<file path="config.mk">
export PLATFORM = sky130hd
export DESIGN_NAME = uart_regs_with_board_responder_top
export DESIGN_NICKNAME = d
export VERILOG_FILES = /design/src/sv/uartrb_pkg.sv /design/src/sv/uartrb_fifo.sv /design/src/sv/uartrb_ctrl.sv /design/src/sv/uart_regs_with_board_responder_top.sv
export SDC_FILE = /design/constraint.sdc
export NUM_CORES = 1
export LEC_CHECK = 0
export ABC_AREA = 1
export BUFFER_PORTS_ARGS = -buffer_cell sky130_fd_sc_hd__buf_2
export CAP_MARGIN = 10
export CELL_PAD_IN_SITES_DETAIL_PLACEMENT = 0
export CELL_PAD_IN_SITES_GLOBAL_PLACEMENT = 1
export CORE_AREA = 2 2 243 185
export DETAILED_ROUTE_END_ITERATION = 12
export DIE_AREA = 0 0 245 187
export PLACE_DENSITY_LB_ADDON = 0.1
export RECOVER_POWER = 50
export SLEW_MARGIN = 20
export SYNTH_ARGS = -nofsm -noshare
export SYNTH_HDL_FRONTEND = slang
export SYNTH_HIERARCHICAL = 1
export SYNTH_SLANG_ARGS = --single-unit
</file>
<file path="constraint.sdc">
create_clock -name clk -period 9.4 [get_ports clk]
set_clock_uncertainty 0.05 [all_clocks]
set_input_delay 1.41 -clock clk [delete_from_list [all_inputs] [get_ports clk]]
set_output_delay 1.41 -clock clk [all_outputs]
set_load 0.01 [all_outputs]
</file>
<file path="src/sv/uartrb_pkg.sv">
`default_nettype none
// ----------------------------------------------------------------------------
// uartrb_pkg
// Shared types and constants for the UART register file with board responder.
// ----------------------------------------------------------------------------
package uartrb_pkg;

  // Receive FIFO geometry.
  localparam int RX_DEPTH = 16;
  localparam int RX_PTR_W = $clog2(RX_DEPTH);
  localparam int RX_CNT_W = $clog2(RX_DEPTH + 1);

  // Opcodes of an input word.
  localparam logic [1:0] OP_READ  = 2'd0;
  localparam logic [1:0] OP_WRITE = 2'd1;
  localparam logic [1:0] OP_TICK  = 2'd2;

  // Register byte offsets.
  localparam logic [11:0] REG_DATA = 12'h000;
  localparam logic [11:0] REG_IER  = 12'h002;
  localparam logic [11:0] REG_IIR  = 12'h004;
  localparam logic [11:0] REG_LCR  = 12'h006;
  localparam logic [11:0] REG_MCR  = 12'h008;
  localparam logic [11:0] REG_LSR  = 12'h00A;
  localparam logic [11:0] REG_SCR  = 12'h00E;

  // Configuration register indexes.
  localparam int                 CFG_IDX_W      = 1;
  localparam logic [CFG_IDX_W-1:0] CFG_MODE      = 1'd0;
  localparam logic [CFG_IDX_W-1:0] CFG_THRESHOLD = 1'd1;

  // Responder modes.
  localparam logic [1:0] MODE_NONE      = 2'd0;
  localparam logic [1:0] MODE_HANDSHAKE = 2'd1;
  localparam logic [1:0] MODE_STREAM    = 2'd2;

  localparam logic [15:0] THRESHOLD_RESET = 16'd240;

  // Register file constants.
  localparam int          DLAB_BIT  = 7;
  localparam logic [15:0] LSR_BASE  = 16'h0060;
  localparam logic [15:0] IIR_VALUE = 16'h0001;
  localparam logic [7:0]  FCR_MASK  = 8'hC9;

  // Handshake command bytes and status codes.
  localparam logic [7:0] CMD_RESET   = 8'h20;
  localparam logic [7:0] CMD_QUERY   = 8'h1F;
  localparam logic [7:0] CMD_CALIB_A = 8'h14;
  localparam logic [7:0] CMD_CALIB_B = 8'h1A;
  localparam logic [7:0] CMD_DONE_A  = 8'h11;
  localparam logic [7:0] CMD_DONE_B  = 8'h03;
  localparam logic [7:0] CMD_ZERO    = 8'h00;
  localparam logic [7:0] ST_IDLE     = 8'h00;
  localparam logic [7:0] ST_READY    = 8'h01;
  localparam logic [7:0] ST_BUSY     = 8'h80;
  localparam logic [2:0] CALIB_MAX   = 3'd5;
  localparam logic [2:0] CALIB_BUSY_LIMIT = 3'd4;

  // Streamer refill bytes: "C01".
  localparam logic [7:0] STREAM_B0 = 8'h43;
  localparam logic [7:0] STREAM_B1 = 8'h30;
  localparam logic [7:0] STREAM_B2 = 8'h31;

  typedef struct packed {
    logic [1:0]  opcode;
    logic [11:0] reg_offset;
    logic [15:0] write_data;
    logic [15:0] tick_cycles;
  } in_item_t;

  typedef struct packed {
    logic [15:0] read_data;
    logic        irq_pulse;
  } out_item_t;

  typedef struct packed {
    logic [1:0]  mode;
    logic [15:0] threshold;
  } cfg_t;

  // Commands from the control logic to the receive FIFO.
  typedef struct packed {
    logic            pop;
    logic            clear;
    logic [1:0]      push_n;
    logic [2:0][7:0] push_byte;
  } fifo_cmd_t;

  typedef struct packed {
    logic [RX_CNT_W-1:0] count;
    logic [7:0]          head_byte;
  } fifo_stat_t;

endpackage
`default_nettype wire

</file>
<file path="src/sv/uartrb_fifo.sv">
`default_nettype none
// ----------------------------------------------------------------------------
// uartrb_fifo
// Receive FIFO: one pop or up to three pushes per word, plus a clear.
// ----------------------------------------------------------------------------
module uartrb_fifo (
  input  wire                     clk,
  input  wire                     rst_n,
  input  uartrb_pkg::fifo_cmd_t   cmd,
  output uartrb_pkg::fifo_stat_t  stat
);

  localparam int SUM_W = uartrb_pkg::RX_CNT_W + 1;

  logic [7:0]                    mem_r [uartrb_pkg::RX_DEPTH];
  logic [uartrb_pkg::RX_PTR_W-1:0] head_r, head_nxt;
  logic [uartrb_pkg::RX_CNT_W-1:0] count_r, count_nxt;

  logic [2:0]                      push_ok;
  logic [2:0][uartrb_pkg::RX_PTR_W-1:0] slot;
  logic [uartrb_pkg::RX_CNT_W-1:0] push_acc;
  logic [SUM_W-1:0]                sum;

  // A push lands only while there is room; the slot wraps with a single subtract.
  always_comb begin
    push_acc = '0;
    sum      = '0;
    for (int k = 0; k < 3; k++) begin
      push_ok[k] = (2'(k) < cmd.push_n) &&
                   ((SUM_W'(count_r) + SUM_W'(k)) < SUM_W'(uartrb_pkg::RX_DEPTH));
      sum = SUM_W'(head_r) + SUM_W'(count_r) + SUM_W'(k);
      if (sum >= SUM_W'(uartrb_pkg::RX_DEPTH)) begin
        sum = sum - SUM_W'(uartrb_pkg::RX_DEPTH);
      end
      slot[k] = sum[uartrb_pkg::RX_PTR_W-1:0];
      push_acc = push_acc + uartrb_pkg::RX_CNT_W'(push_ok[k]);
    end
  end

  always_comb begin
    head_nxt  = head_r;
    count_nxt = count_r;
    if (cmd.clear) begin
      head_nxt  = '0;
      count_nxt = '0;
    end else if (cmd.pop && count_r != '0) begin
      if (head_r == uartrb_pkg::RX_PTR_W'(uartrb_pkg::RX_DEPTH - 1)) begin
        head_nxt = '0;
      end else begin
        head_nxt = head_r + 1'b1;
      end
      count_nxt = count_r - 1'b1;
    end else begin
      count_nxt = count_r + push_acc;
    end
  end

  always_ff @(posedge clk) begin
    if (!rst_n) begin
      head_r  <= '0;
      count_r <= '0;
    end else begin
      head_r  <= head_nxt;
      count_r <= count_nxt;
    end
  end

  always_ff @(posedge clk) begin
    for (int k = 0; k < 3; k++) begin
      if (push_ok[k]) begin
        mem_r[slot[k]] <= cmd.push_byte[k];
      end
    end
  end

  assign stat.count     = count_r;
  assign stat.head_byte = mem_r[head_r];

  a_count_bound: assert property (@(posedge clk) disable iff (!rst_n)
    count_r <= uartrb_pkg::RX_CNT_W'(uartrb_pkg::RX_DEPTH))
    else $error("receive FIFO count above depth");

  a_clear_empties: assert property (@(posedge clk) disable iff (!rst_n)
    cmd.clear |=> (count_r == '0) && (head_r == '0))
    else $error("receive FIFO not empty after clear");

endmodule
`default_nettype wire

</file>
<file path="src/sv/uartrb_ctrl.sv">
`default_nettype none
// ----------------------------------------------------------------------------
// uartrb_ctrl
// Register file, handshake responder and tick streamer for one word.
// ----------------------------------------------------------------------------
module uartrb_ctrl (
  input  wire                     clk,
  input  wire                     rst_n,
  input  wire                     fire,
  input  uartrb_pkg::in_item_t    item,
  input  uartrb_pkg::cfg_t        cfg,
  input  uartrb_pkg::fifo_stat_t  fifo_stat,
  output uartrb_pkg::fifo_cmd_t   fifo_cmd,
  output uartrb_pkg::out_item_t   result
);

  logic [15:0] ier_r, ier_nxt;
  logic [15:0] lcr_r, lcr_nxt;
  logic [15:0] mcr_r, mcr_nxt;
  logic [15:0] scr_r, scr_nxt;
  logic [15:0] dll_r, dll_nxt;
  logic [15:0] dlh_r, dlh_nxt;
  logic [7:0]  fcr_r, fcr_nxt;
  logic        parity_r, parity_nxt;
  logic [7:0]  prev_r, prev_nxt;
  logic [2:0]  calib_r, calib_nxt;
  logic        done_r, done_nxt;
  logic [31:0] accum_r, accum_nxt;

  logic                  dlab;
  logic                  fifo_has_data;
  logic [7:0]            cur;
  logic [7:0]            status;
  logic [32:0]           acc_sum;
  logic [31:0]           acc_sat;
  uartrb_pkg::fifo_cmd_t cmd;

  assign dlab          = lcr_r[uartrb_pkg::DLAB_BIT];
  assign fifo_has_data = (fifo_stat.count != '0);
  assign cur           = item.write_data[7:0];
  assign acc_sum       = {1'b0, accum_r} + {17'b0, item.tick_cycles};
  assign acc_sat       = acc_sum[32] ? 32'hFFFF_FFFF : acc_sum[31:0];

  always_comb begin
    ier_nxt    = ier_r;
    lcr_nxt    = lcr_r;
    mcr_nxt    = mcr_r;
    scr_nxt    = scr_r;
    dll_nxt    = dll_r;
    dlh_nxt    = dlh_r;
    fcr_nxt    = fcr_r;
    parity_nxt = parity_r;
    prev_nxt   = prev_r;
    calib_nxt  = calib_r;
    done_nxt   = done_r;
    accum_nxt  = accum_r;
    status     = uartrb_pkg::ST_IDLE;
    cmd        = '0;
    result     = '0;

    case (item.opcode)
      uartrb_pkg::OP_READ: begin
        unique case (item.reg_offset)
          uartrb_pkg::REG_DATA: begin
            if (dlab) begin
              result.read_data = dll_r;
            end else if (fifo_has_data) begin
              result.read_data = {8'h00, fifo_stat.head_byte};
              cmd.pop          = 1'b1;
            end
          end
          uartrb_pkg::REG_IER: result.read_data = dlab ? dlh_r : ier_r;
          uartrb_pkg::REG_IIR: result.read_data = uartrb_pkg::IIR_VALUE;
          uartrb_pkg::REG_LCR: result.read_data = lcr_r;
          uartrb_pkg::REG_MCR: result.read_data = mcr_r;
          uartrb_pkg::REG_LSR:
            result.read_data = uartrb_pkg::LSR_BASE | {15'b0, fifo_has_data};
          uartrb_pkg::REG_SCR: result.read_data = scr_r;
          default: result.read_data = '0;
        endcase
      end

      uartrb_pkg::OP_WRITE: begin
        unique case (item.reg_offset)
          uartrb_pkg::REG_DATA: begin
            if (dlab) begin
              dll_nxt = item.write_data;
            end else if (cfg.mode == uartrb_pkg::MODE_HANDSHAKE) begin
              // The first byte of a pair is only remembered.
              parity_nxt = ~parity_r;
              prev_nxt   = cur;
              if (parity_r) begin
                if (prev_r == uartrb_pkg::CMD_RESET && cur == uartrb_pkg::CMD_ZERO) begin
                  done_nxt  = 1'b0;
                  calib_nxt = '0;
                end
                if (!done_nxt) begin
                  if (prev_r == uartrb_pkg::CMD_RESET || prev_r == uartrb_pkg::CMD_QUERY) begin
                    status = uartrb_pkg::ST_READY;
                  end else if (prev_r == uartrb_pkg::CMD_CALIB_A &&
                               cur == uartrb_pkg::CMD_CALIB_B) begin
                    if (calib_nxt < uartrb_pkg::CALIB_MAX) begin
                      calib_nxt = calib_nxt + 1'b1;
                    end
                    status = (calib_nxt > uartrb_pkg::CALIB_BUSY_LIMIT) ?
                             uartrb_pkg::ST_IDLE : uartrb_pkg::ST_BUSY;
                  end
                  if (prev_r == uartrb_pkg::CMD_DONE_A && cur == uartrb_pkg::CMD_DONE_B) begin
                    done_nxt = 1'b1;
                  end
                end
                cmd.push_n       = 2'd2;
                cmd.push_byte[0] = status;
                cmd.push_byte[1] = uartrb_pkg::ST_IDLE;
                result.irq_pulse = 1'b1;
              end
            end
          end
          uartrb_pkg::REG_IER: begin
            if (dlab) begin
              dlh_nxt = item.write_data;
            end else begin
              ier_nxt = item.write_data;
            end
          end
          uartrb_pkg::REG_IIR: fcr_nxt = item.write_data[7:0] & uartrb_pkg::FCR_MASK;
          uartrb_pkg::REG_LCR: lcr_nxt = item.write_data;
          uartrb_pkg::REG_MCR: mcr_nxt = item.write_data;
          uartrb_pkg::REG_SCR: scr_nxt = item.write_data;
          default: ;
        endcase
      end

      uartrb_pkg::OP_TICK: begin
        if (cfg.mode == uartrb_pkg::MODE_HANDSHAKE) begin
          // Ticks are ignored while the handshake responder runs.
        end else if (cfg.mode != uartrb_pkg::MODE_STREAM) begin
          cmd.clear = 1'b1;
        end else if (ier_r[0]) begin
          if (acc_sat >= {16'b0, cfg.threshold}) begin
            accum_nxt        = '0;
            result.irq_pulse = 1'b1;
            if (!fifo_has_data) begin
              cmd.push_n       = 2'd3;
              cmd.push_byte[0] = uartrb_pkg::STREAM_B0;
              cmd.push_byte[1] = uartrb_pkg::STREAM_B1;
              cmd.push_byte[2] = uartrb_pkg::STREAM_B2;
            end
          end else begin
            accum_nxt = acc_sat;
          end
        end
      end

      default: ;
    endcase
  end

  assign fifo_cmd = fire ? cmd : '0;

  always_ff @(posedge clk) begin
    if (!rst_n) begin
      ier_r    <= '0;
      lcr_r    <= '0;
      mcr_r    <= '0;
      scr_r    <= '0;
      dll_r    <= '0;
      dlh_r    <= '0;
      fcr_r    <= '0;
      parity_r <= 1'b0;
      prev_r   <= '0;
      calib_r  <= '0;
      done_r   <= 1'b0;
      accum_r  <= '0;
    end else if (fire) begin
      ier_r    <= ier_nxt;
      lcr_r    <= lcr_nxt;
      mcr_r    <= mcr_nxt;
      scr_r    <= scr_nxt;
      dll_r    <= dll_nxt;
      dlh_r    <= dlh_nxt;
      fcr_r    <= fcr_nxt;
      parity_r <= parity_nxt;
      prev_r   <= prev_nxt;
      calib_r  <= calib_nxt;
      done_r   <= done_nxt;
      accum_r  <= accum_nxt;
    end
  end

endmodule
`default_nettype wire

</file>
<file path="src/sv/uart_regs_with_board_responder_top.sv">
// A word accepted at the input is held in the input register, passes through the register file
// when the result register is free, and is then registered onto the result port.
// Throughput: one word per cycle without stalls, set by the single register-file pass.
// While a finished result waits to be taken, the input register holds one more word
// and then the input stalls until the result port is free again.
// Reset (rst_n, synchronous, active low) clears the register file, the responder state,
// the FIFO pointers and both pipeline valids; mode returns to 0 and threshold to 240.
`default_nettype none
// ----------------------------------------------------------------------------
// uart_regs_with_board_responder_top
// 16550-style register file with a board responder feeding the receive FIFO.
// ----------------------------------------------------------------------------
module uart_regs_with_board_responder_top (
  input  wire                                clk,
  input  wire                                rst_n,
  // Input channel.
  input  wire                                in_valid,
  output logic                               in_ready,
  input  uartrb_pkg::in_item_t               in_item,
  // Result channel.
  output logic                               out_valid,
  input  wire                                out_ready,
  output uartrb_pkg::out_item_t              out_item,
  // Configuration write port.
  input  wire                                cfg_we,
  input  wire [uartrb_pkg::CFG_IDX_W-1:0]    cfg_index,
  input  wire [15:0]                         cfg_wdata
);

  // Pipeline: an input register, then one combinational pass through the
  // register file that updates all state, then the result register.
  logic                   in_valid_r;
  uartrb_pkg::in_item_t   in_item_r;
  logic                   out_valid_r;
  uartrb_pkg::out_item_t  out_item_r;
  logic                   advance;

  uartrb_pkg::cfg_t       cfg_r;
  uartrb_pkg::fifo_cmd_t  fifo_cmd;
  uartrb_pkg::fifo_stat_t fifo_stat;
  uartrb_pkg::out_item_t  result;

  // A word moves into the result register when that register is empty or is
  // being emptied in the same cycle; state updates only on that move.
  assign advance  = in_valid_r && (!out_valid_r || out_ready);
  assign in_ready = !in_valid_r || advance;

  always_ff @(posedge clk) begin
    if (!rst_n) begin
      in_valid_r  <= 1'b0;
      out_valid_r <= 1'b0;
    end else begin
      if (in_ready) begin
        in_valid_r <= in_valid;
      end
      if (advance) begin
        out_valid_r <= 1'b1;
      end else if (out_ready) begin
        out_valid_r <= 1'b0;
      end
    end
  end

  // Payload registers need no reset.
  always_ff @(posedge clk) begin
    if (in_ready && in_valid) begin
      in_item_r <= in_item;
    end
    if (advance) begin
      out_item_r <= result;
    end
  end

  // Configuration registers; the user must write them only while the block is idle, which it does not enforce.
  always_ff @(posedge clk) begin
    if (!rst_n) begin
      cfg_r.mode      <= uartrb_pkg::MODE_NONE;
      cfg_r.threshold <= uartrb_pkg::THRESHOLD_RESET;
    end else if (cfg_we) begin
      unique case (cfg_index)
        uartrb_pkg::CFG_MODE:      cfg_r.mode      <= cfg_wdata[1:0];
        uartrb_pkg::CFG_THRESHOLD: cfg_r.threshold <= cfg_wdata;
        default: ;
      endcase
    end
  end

  uartrb_ctrl u_ctrl (
    .clk       (clk),
    .rst_n     (rst_n),
    .fire      (advance),
    .item      (in_item_r),
    .cfg       (cfg_r),
    .fifo_stat (fifo_stat),
    .fifo_cmd  (fifo_cmd),
    .result    (result)
  );

  uartrb_fifo u_fifo (
    .clk   (clk),
    .rst_n (rst_n),
    .cmd   (fifo_cmd),
    .stat  (fifo_stat)
  );

  assign out_valid = out_valid_r;
  assign out_item  = out_item_r;

  // A waiting result must hold until it is taken.
  a_out_hold: assert property (@(posedge clk) disable iff (!rst_n)
    out_valid_r && !out_ready |=> out_valid_r && $stable(out_item_r))
    else $error("pending result changed or dropped");

  // Every word that moves on must show up as a valid result.
  a_advance_valid: assert property (@(posedge clk) disable iff (!rst_n)
    advance |=> out_valid_r)
    else $error("advanced word produced no result");

endmodule
`default_nettype wire

</file>
==> results of run 1 <==
## how the worst min path moves through the flow
stage / cells past startpoint / end / slack [ns] / from
floorplan: 2 / u_ctrl/dll_r[0] / 0.37 / u_ctrl/dll_r[0]
global placement: 2 / u_ctrl/dll_r[7] / 0.38 / u_ctrl/dll_r[7]
detailed placement: 2 / u_ctrl/lcr_r[10] / 0.40 / u_ctrl/lcr_r[10]
CTS: 2 / u_ctrl/dll_r[13] / 0.41 / u_ctrl/dll_r[13]
global route: 2 / u_ctrl/dlh_r[3] / 0.43 / u_ctrl/dlh_r[3]
finish: 2 / u_ctrl/dll_r[13] / 0.40 / u_ctrl/dll_r[13]
## stage by stage
stage	std cells	total power (W)	hold slack, ns
floorplan	2796	0.00185	0.374
global placement	3328	0.00190	0.384
detailed placement	3328	0.00190	0.396
CTS	3401	0.00354	0.406
global route	3403	0.00364	0.427
finish	3403	0.00352	0.402
## power by group
part	internal [W]	switching, W	leakage (nW)
clock network	0.000960	0.000681	0.665
logic	0.0000499	0.000124	5.70
registers	0.00169	0.0000143	3.26
total	0.00270	0.000820	9.63
## metal layers
layer	vias to the layer above	global-route usage [%]	share of wire [%]
met2	844	45.8	45
met5	-	0	0
li1	9380	-	-
met3	150	4.45	8.0
met4	0	10.5	3.2
met1	9197	42.2	44
## critical path: cells and delay by family, from the launching register on
| family | cells | cell delay, ns |
|---|---|---|
| compound gates | 6 | 1.03 |
| fa+ha+maj | 6 | 2.01 |
| buf+inv | 4 | 0.39 |
| flops | 1 | 0.36 |
| simple gates | 17 | 2.40 |
## sequential cells by signal, indices dropped and copies added, names as in the netlist, 3 cells and up, named ones only
name            count
cfg_r              18
in_item_r          46
out_item           17
u_ctrl/accum_r     32
u_ctrl/calib_r      3
u_ctrl/dlh_r       16
u_ctrl/dll_r       16
u_ctrl/ier_r       16
u_ctrl/lcr_r       16
u_ctrl/mcr_r       16
u_ctrl/prev_r       8
u_ctrl/scr_r       16
u_fifo/count_r      5
u_fifo/head_r       4
u_fifo/mem_r      128
## area by class of cell
class                   count  share of cell area, %
inverters                 343                   5.54
well taps                 586                   3.14
multi-input cells        1917                   43.4
flip-flops and latches    365                   39.5
clock buffers              48                   4.60
diodes                      1                 0.0107
clock inverters            25                   1.23
repair buffers            118                   2.52
## cell usage in the layout (no fill, tap or decap), types with 58 or more instances in the layout
cell type / n
a21oi_1: 176
buf_2: 58
dfxtp_1: 174
edfxtp_1: 191
inv_1: 317
nand2_1: 617
nand3_1: 234
nand4_1: 145
nor2_1: 161
o21ai_0: 214
## logic make-up after synthesis
logic type	share of synthesized area [%]
other cells	0.0175
compound gates	12.7
simple gates	28.8
xor+xnor	0.846
fa+ha+maj	3.12
buf+inv	10.0
flops	43.0
mux	1.49
==> results by group, run 1 <==
Status
  • Outcome: finished, violations left
  • Failing checks: max-capacitance violations, max-slew violations

Synth
  • Number of enable flip-flop cells after synthesis: 191
  • Count leader, synth: nand2_1
  • Synthesized cell area: 21400 um^2
  • FF+latch count, synth: 365
  • Avg Inst Size Synth: 7.71 um^2
  • Synth unique cells: 55
  • Synth Flop Type: edfxtp_1
  • Top cells by area, synth: edfxtp_1 (27%), dfxtp_1 (16%), nand2_1 (11%)
  • Seq/Total Area, Yosys: 43.0%
  • Synth cell count leaders: nand2_1 (617), inv_1 (319), nand3_1 (234)
  • Syn. warnings: 6
  • Mapped Cells: 2782
  • Area leader, netlist: edfxtp_1
  • Post-synth top area share: 26.7%
  • Asr flop ratio synth: 0%

Die
  • Die area: 45800 um^2
  • Die height: 187 um
  • Boundary Pins: 87
  • CORE AREA: 43800 um^2
  • Starting Density: 48.9%
  • Horiz. Die Dim: 245 um
  • Std cell rows: 67

Clock network
  • Clock Latency Late Sink: 0.58 ns
  • CTS hold repair buffers: 0
  • Num CTS Buffers: 40
  • Max H-tree Level: 2
  • CTS tree: built
  • Sink Count: 365
  • CTS root buffer: clkbuf_16
  • Worst-path clk slew: 0.06 ns
  • Postcts setup bufs: 0
  • Bufs on Longest Clock Path: 3
  • CTS resizes: 0

Placed design
  • Post-DP Area: 22100 um^2
  • RePlAce Congestion: 0.920
  • Dpl ws: 3.10 ns
  • Detail Placement HPWL: 45400 um
  • Port buffer count: 86

Pwr
  • Maximum vdd drop: 126 uV
  • Power Dens Cells: 151 nW/um^2
  • LEAKAGE: 9.63 nW

Drt
  • Iter 0 DRT Violations: 2261
  • TritonRoute pass-1 iters: 5
  • Remaining DRCs: 0
  • Post-Route WL: 68200 um
  • Antenna-violating nets left: 0
  • Vias/cell: 5.75
  • Vias: 19600
  • Average routed wire per standard cell: 20.1 um

Run
  • Max Cap Viol: 6

Global route
  • First-pass GRT wire length: 106000 um
  • GR Util All Layers: 29.6%
  • Largest net degree at the start of global routing: 76
  • GR Overflow Total: 0
  • Vias in the first global route: 18300
  • Initial antenna violation count: 1

Cells and area
  • Area grow syn2layout: 8.70%
  • Final #Nets: 2904
  • Layout Utilization: 53.2%
  • Fin area: 23300 um^2
  • Register area: 9220 um^2
  • Layout cell share with drive strength beyond 1: 9.94%
  • Number of fill cells in the layout: 4277
  • Multi-input gate area: 10100 um^2

Timing
  • Hold Vio Cnt, Final: 0
  • Final Slew Violations: 304
  • RSZ-0062 raised after global routing: false
  • Tightest Pin Transition: 3.06 ns
  • Max_slew headroom: -104%
  • Maximum clock frequency: 157 MHz
  • TNS Setup: 0 ns
  • Crit share post-route: 67.6%
  • Final setup viols: 0
  • Fin crit period: 6.35 ns
  • Worst Setup Slack, final: 3.05 ns

Critical path
  • Worst EP required: 9.81 ns
  • Critical path launch point type: register
  • Worst R2R End: u_fifo/count_r[4]
  • CP endpoint kind: register
  • Critical path class: reg2reg
  • Reg-to-Reg Start: in_item_r[0]
  • Slowest cell delay on critical path: 0.50 ns
  • Worst R2R Path Depth: 33
  • Reg-to-reg slack, setup: 3.05 ns
  • Crit path launch: in_item_r[0]
  • Worst Path Max Fanout: 17
  • Critical path's most frequent cell: nand2_1
  • Setup crit end: u_fifo/count_r[4]
  • Worst Path Arrival: 6.77 ns
  • Slowest-stage cell, CP: fa_1

Min path
  • Min-Delay Path Class: reg2reg
Power figures use the tool's default switching activity.
==> inputs of run 2 (changes only) <==
- ABC_AREA: 1 -> 0
- CORE_AREA: 2 2 243 185 -> 2 2 253 193
- DIE_AREA: 0 0 245 187 -> 0 0 255 195
- clock period: 9.4 -> 5.3 ns (I/O delays scaled with it)
==> run 2 against run 1 <==
  * The run ends with max-capacitance violations, max-slew violations, negative setup slack left
  * Count of clock-buffer cells in the layout is 9 higher
  * Non-clock buffer count grew 197
  * Global-route usage fell by 1.1 points
  * Hold slack worse by 0.070 ns
  * Critical path depth fell by 8
  * Sequential power up 77%
  * Synthesized cell count is 20% lower
  * Wire length is 7.8% higher
  * Combinational power up 81%
  * Critical path type unchanged
==> results by group, run 2 <==
Status
  • Outcome: finished, violations left
  • Failing checks: max-capacitance violations, max-slew violations, negative setup slack

Critical path
  • Worst EP required: 5.75 ns
  • Reg-to-reg slack, setup: -0.47 ns
  • Worst Path Arrival: 6.22 ns
  • Reg-to-Reg Start: in_item_r[11]
  • Critical path's most frequent cell: ha_4
  • Slowest-stage cell, CP: fa_2
  • Critical path class: reg2reg
  • Slowest cell delay on critical path: 0.59 ns
  • Worst R2R End: u_fifo/count_r[1]
  • CP endpoint kind: register
  • Worst Path Max Fanout: 8
  • Worst R2R Path Depth: 25
  • Critical path launch point type: register

Clock network
  • Clock Latency Late Sink: 0.59 ns
  • Bufs on Longest Clock Path: 3
  • CTS root buffer: clkbuf_16
  • Num CTS Buffers: 41
  • Max H-tree Level: 2
  • CTS tree: built
  • Sink Count: 365
  • Worst-path clk slew: 0.06 ns

Die
  • Std cell rows: 69
  • Horiz. Die Dim: 255 um
  • Die height: 195 um
  • Starting Density: 43.6%
  • Die area: 49700 um^2
  • Boundary Pins: 87
  • CORE AREA: 47100 um^2

Pwr
  • Sw Pwr: 0.00147 W
  • Power Internal: 0.00473 W
  • Power Dens Cells: 245 nW/um^2
  • LEAKAGE: 8.89 nW
  • Flop pwr share: 48.9%
  • Maximum vdd drop: 175 uV
  • Comb pwr share: 5.1%
  • Clk network pwr share: 46.0%
  • Switching part of the total: 23.7%
  • Power Total: 0.00620 W

Min path
  • WHS Endpoint: in_item_r[10]
  • Hold depth: 1
  • Worst hold start: in_item[10]
  • Min-Delay Path Class: in2reg

Drt
  • Iter 0 DRT Violations: 2462
  • TritonRoute pass-1 iters: 6
  • Vias: 18800
  • Antenna-violating nets left: 0
  • Vias/cell: 6.14
  • Average routed wire per standard cell: 24.0 um
  • Remaining DRCs: 0
  • Post-Route WL: 73600 um

Synth
  • Area leader, netlist: edfxtp_1
  • Top cells by area, synth: edfxtp_1 (28%), dfxtp_1 (17%), nand2_1 (5.9%)
  • Synthesized cell area: 20500 um^2
  • Syn. warnings: 6
  • Synth cell count leaders: nand2_1 (325), edfxtp_1 (191), a21oi_1 (175)
  • Post-synth top area share: 27.9%
  • Synth unique cells: 91
  • Seq/Total Area, Yosys: 44.9%
  • Number of enable flip-flop cells after synthesis: 191
  • Asr flop ratio synth: 0%
  • FF+latch count, synth: 365
  • Synth Flop Type: edfxtp_1
  • Avg Inst Size Synth: 9.21 um^2
  • Mapped Cells: 2230
  • Count leader, synth: nand2_1

Timing
  • Hold_ws: 0.332 ns
  • Hold Vio Cnt, Final: 0
  • Max_slew headroom: -108%
  • Fin crit period: 5.77 ns
  • Final setup viols: 260
  • RSZ-0062 raised after global routing: true
  • Maximum clock frequency: 173 MHz
  • Final Slew Violations: 78
  • Crit share post-route: 109%
  • Worst Setup Slack, final: -0.467 ns
  • TNS Setup: -52.30 ns
  • Tightest Pin Transition: 3.13 ns

Global route
  • Vias in the first global route: 17500
  • Largest net degree at the start of global routing: 92
  • GR Overflow Total: 0
  • GR Util All Layers: 28.6%
  • Initial antenna violation count: 0
  • First-pass GRT wire length: 109000 um

Placed design
  • Detail Placement HPWL: 49200 um
  • RePlAce Congestion: 0.938
  • Dpl ws: -0.511 ns
  • Port buffer count: 86
  • Post-DP Area: 22700 um^2

Cells and area
  • Most frequent cells in the layout: nand2_1 (322), edfxtp_1 (191), buf_4 (179), dfxtp_1 (172), a21oi_1 (157)
  • Commonest non-fill, non-tap cell in the layout: nand2_1
  • Layout cell share with drive strength beyond 1: 24.7%
  • Fin area: 25300 um^2
  • Final #Nets: 2507
  • Area grow syn2layout: 23.3%
  • N_diodes: 0
  • Max reg flops: 128
  • Number of fill cells in the layout: 4202

Run
  • Max Cap Viol: 2
## run 2: cell types whose count changed after synthesis, sizes merged, moves of 40 or more
cell   change
a31oi    +130
inv      -298
mux4      +40
nand2    -318
nand3    -181
nand4    -110
## run 2: kinds of logic (layout without fill, tap and decap cells)
kind of cell             count (synthesis)  in the layout  share of synthesized area [%]
other                                    1             15                         0.0183
multiplexers                            68             68                           5.77
adder cells (fa/ha/maj)                 51             51                           3.25
buffers and inverters                  258            434                           5.86
XOR/XNOR                                29             29                           1.68
AND/OR/NAND/NOR                        810            811                           18.8
flip-flops                             365            365                           44.9
AO/OA/AOI/OAI                          648            648                           19.8
## run 2: power by group through the flow
stage	clock network (W)	logic (W)	registers, W
floorplan	0	0.000182	0.00308
global placement	0	0.000271	0.00309
detailed placement	0	0.000274	0.00309
CTS	0.00291	0.000290	0.00303
global route	0.00302	0.000342	0.00304
finish	0.00285	0.000315	0.00303
## run 2: worst max path at each step
stage / from / endpoint / cells after the start
6_report: in_item_r[11] / u_fifo/count_r[1] / 25
3_3_place_gp: in_item_r[0] / u_fifo/count_r[4] / 27
5_1_grt: in_item_r[7] / u_fifo/count_r[3] / 26
3_5_place_dp: in_item_r[0] / u_fifo/count_r[2] / 28
4_1_cts: in_item_r[0] / u_fifo/count_r[1] / 27
2_1_floorplan: in_item_r[0] / u_fifo/count_r[4] / 29
## run 2: metal layers
layer  GRT usage (%)  vias to the layer above  part of all wire (%)
li1                -                     8542                     -
met1            43.4                     9089                    45
met2            42.1                      987                    42
met3            4.55                      162                   9.6
met4            7.30                        0                   2.8
met5               0                        -                     0
## run 2: area by class of cell
type,instances,area (um^2),share of cell area (%)
tap,639,800,3.16
timing repair buffer,315,2520,9.97
clock inverter,19,195,0.771
clock buffer,57,1130,4.45
multi-input combinational,1622,11300,44.6
sequential,365,9220,36.4
inverter,43,168,0.662
## run 2: stage by stage
step,instances,utilization [%]
2_1_floorplan,2244,-
3_3_place_gp,2954,48.2
3_5_place_dp,2954,48.2
4_1_cts,3047,52.1
5_1_grt,3060,53.8
6_report,3060,53.8
## run 2: critical path, delay by kind of cell (launching register included)
kind            cells  cell delay [ns]
mux                 1             0.26
fa+ha+maj           5             1.67
compound gates      7             1.18
simple gates       10             1.94
flops               1             0.43
buf+inv             2             0.16
## run 2: timing repair
| action | CTS | global route |
|---|---|---|
| pin swaps | 43 | 44 |
| setup buffers | 16 | 9 |
| hold buffers | 0 | 0 |
| gates resized for setup | 70 | 147 |
| hold endpoints to repair | 0 | 0 |
| gates cloned | 1 | 6 |
| endpoints found under the setup margin | 186 | 261 |
==> inputs of run 3 (changes only) <==
- CORE_AREA: 2 2 253 193 -> 2 2 222 169
- DIE_AREA: 0 0 255 195 -> 0 0 224 171
- PLACE_DENSITY: not set -> 0.84
- PLACE_DENSITY_LB_ADDON: 0.1 -> not set
- SYNTH_HIERARCHICAL: 1 -> not set
==> run 3 against run 2 <==
  * The run still ends with max-capacitance violations, max-slew violations, negative setup slack left
  * Wire length is 38% lower
  * Hold slack gained 0.047 ns
  * Clock power is 16% lower
  * Fmax is 2.9% higher
  * Setup slack improved by 0.16 ns
  * Die area decreased by 23%
  * Total power shrank 18%
  * Count of clock-buffer cells in the layout decreased by 11
  * Largest cell class unchanged
==> results by group, run 3 <==
Synth
  • Top cells by area, synth: dfxtp_1 (27%), edfxtp_1 (19%), nand2_1 (9.3%)
  • Post-synth top area share: 26.9%
  • Seq/Total Area, Yosys: 45.5%
  • Area leader, netlist: dfxtp_1
  • Syn. warnings: 0
  • Number of enable flip-flop cells after synthesis: 95
  • Synthesized cell area: 15300 um^2
  • Synth unique cells: 86
  • Synth Flop Type: dfxtp_1
  • FF+latch count, synth: 301
  • Mapped Cells: 1668
  • Count leader, synth: nand2_1
  • Avg Inst Size Synth: 9.19 um^2
  • Synth cell count leaders: nand2_1 (379), dfxtp_1 (206), a21boi_0 (146)
  • Mapped Nets: 1787
  • Asr flop ratio synth: 0%

Critical path
  • Reg-to-Reg Start: in_item_r[0]
  • Crit path launch: in_item_r[0]
  • Critical path launch point type: register
  • Worst EP required: 5.66 ns
  • Worst Path Max Fanout: 6
  • CP endpoint kind: register
  • Critical path class: reg2reg
  • Worst Path Arrival: 5.96 ns

Timing
  • Final setup viols: 4
  • Tightest Pin Transition: 1.81 ns
  • Worst Setup Slack, final: -0.304 ns
  • Fin crit period: 5.60 ns
  • Crit share post-route: 106%
  • Hold Vio Cnt, Final: 0
  • Final Slew Violations: 27
  • Max_slew headroom: -20.9%
  • RSZ-0062 raised after global routing: true
  • Maximum clock frequency: 178 MHz
  • Hold_ws: 0.378 ns

Clock network
  • Num CTS Buffers: 34
  • CTS tree: built
  • Clock Latency Late Sink: 0.54 ns
  • CTS root buffer: clkbuf_16
  • Sink Count: 301
  • Bufs on Longest Clock Path: 3
  • CTS hold repair buffers: 0
  • Max H-tree Level: 2
  • Worst-path clk slew: 0.06 ns

Drt
  • Vias: 13200
  • Post-Route WL: 45800 um
  • Antenna-violating nets left: 0
  • Remaining DRCs: 0
  • Average routed wire per standard cell: 19.6 um
  • Iter 0 DRT Violations: 1333
  • TritonRoute pass-1 iters: 5
  • Vias/cell: 5.66

Cells and area
  • Max reg flops: 64
  • Most frequent cells in the layout: nand2_1 (377), dfxtp_1 (206), a21boi_0 (146), buf_4 (137), edfxtp_1 (95)
  • Layout cell share with drive strength beyond 1: 17.7%
  • Area grow syn2layout: 19.8%
  • Non-Filler Instances: 2337
  • Commonest non-fill, non-tap cell in the layout: nand2_1
  • Layout Utilization: 50.5%
  • Final #Nets: 1958
  • N_diodes: 0

Die
  • Die height: 171 um
  • Std cell rows: 61
  • Boundary Pins: 87
  • CORE AREA: 36400 um^2
  • Die area: 38300 um^2
  • Starting Density: 42.1%
  • Horiz. Die Dim: 224 um

Pwr
  • LEAKAGE: 6.44 nW
  • Maximum vdd drop: 222 uV
  • Power Dens Cells: 275 nW/um^2

Global route
  • Vias in the first global route: 12900
  • Initial antenna violation count: 0
  • First-pass GRT wire length: 72200 um
  • Largest net degree at the start of global routing: 83
  • GR Overflow Total: 0
  • GR Util All Layers: 24.1%

Min path
  • Worst hold start: in_item[31]
  • Min-Delay Path Class: in2reg

Placed design
  • RePlAce Congestion: 0.957
  • Detail Placement HPWL: 33400 um
  • Port buffer count: 86
  • Cells after DPL: 2268

Run
  • Max Cap Viol: 1

Status
  • Failing checks: max-capacitance violations, max-slew violations, negative setup slack
  • Outcome: finished, violations left
-- run 3: repair_timing --
item	4_1_cts	5_1_grt
gates cloned	1	0
gates resized for setup	22	10
setup endpoints to repair	42	42
pin swaps	8	4
setup buffers	6	0
-- run 3: worst paths after layout --
path / endpoint / depth (start not counted) / slack, ns
hold / removal: in_item_r[31] / 1 / 0.38
setup reg to reg: u_fifo.count_r[2] / 24 / -0.30
hold reg to reg: u_ctrl.dll_r[14] / 2 / 0.41
setup / recovery: u_fifo.count_r[2] / 24 / -0.30
-- run 3: final cells by class --
| type | instances | area (um^2) |
|---|---|---|
| fill | 3353 | 18000 |
| multi-input combinational | 1234 | 7970 |
| sequential | 301 | 6980 |
| timing repair buffer | 233 | 1560 |
| clock buffer | 46 | 956 |
| tap | 472 | 591 |
| clock inverter | 16 | 180 |
| inverter | 35 | 134 |
-- run 3: per-stage QoR --
step           area [um^2]  total power, W  setup WS [ns]  setup TNS, ns
2_1_floorplan        15400         0.00260         -0.407          -1.46
3_3_place_gp         17100         0.00271         -0.576          -4.94
3_5_place_dp         17100         0.00271         -0.603          -6.62
4_1_cts              18400         0.00510         -0.254         -0.803
5_1_grt              18400         0.00522         -0.536          -1.98
6_report             18400         0.00505         -0.304          -1.04
-- run 3: logic make-up (layout without fill, tap and decap cells) --
logic type / count (synthesis) / in the layout / synth area share [%]
adders and majority gates: 51 / 51 / 4.36
and+or+nand+nor: 661 / 661 / 19.4
DFF: 301 / 301 / 45.5
muxes: 62 / 62 / 5.66
AOI/OAI and AO/OA: 428 / 428 / 19.7
xor gates and xnor gates: 32 / 32 / 1.83
buffers and inverters: 133 / 330 / 3.60
-- run 3: report_power, final --
part | total, W | internal (W) | switching (W)
clock network | 0.00238 | 0.00139 | 0.000993
registers | 0.00245 | 0.00241 | 0.0000363
logic | 0.000227 | 0.000102 | 0.000126
-- run 3: critical path, cell delays in order, from the launching register on --
cell       delay [ns]
edfxtp_1         0.38
ha_2             0.20
fa_2             0.38
a211oi_2         0.21
o21ai_2          0.10
a21boi_2         0.20
o311ai_2         0.11
nand4_1          0.20
buf_6            0.18
nand2_4          0.06
ha_4             0.23
a21o_1           0.16
a21o_1           0.19
a2111oi_2        0.30
and4_1           0.25
o2111ai_2        0.14
or4_4            0.53
a21oi_4          0.15
nor2_1           0.06
ha_1             0.30
fa_2             0.36
fa_2             0.35
mux2i_1          0.17
xor2_1           0.16
nor2_1           0.06
-- run 3: per-layer routing --
layer	vias to the layer above	wire length, um	share of wire [%]	track usage, %
met3	90	3700	8.1	5.44
met5	-	0	0	0
met2	495	19300	42	36.0
li1	6347	-	-	-
met4	0	1300	2.8	7.74
met1	6296	21500	47	34.5
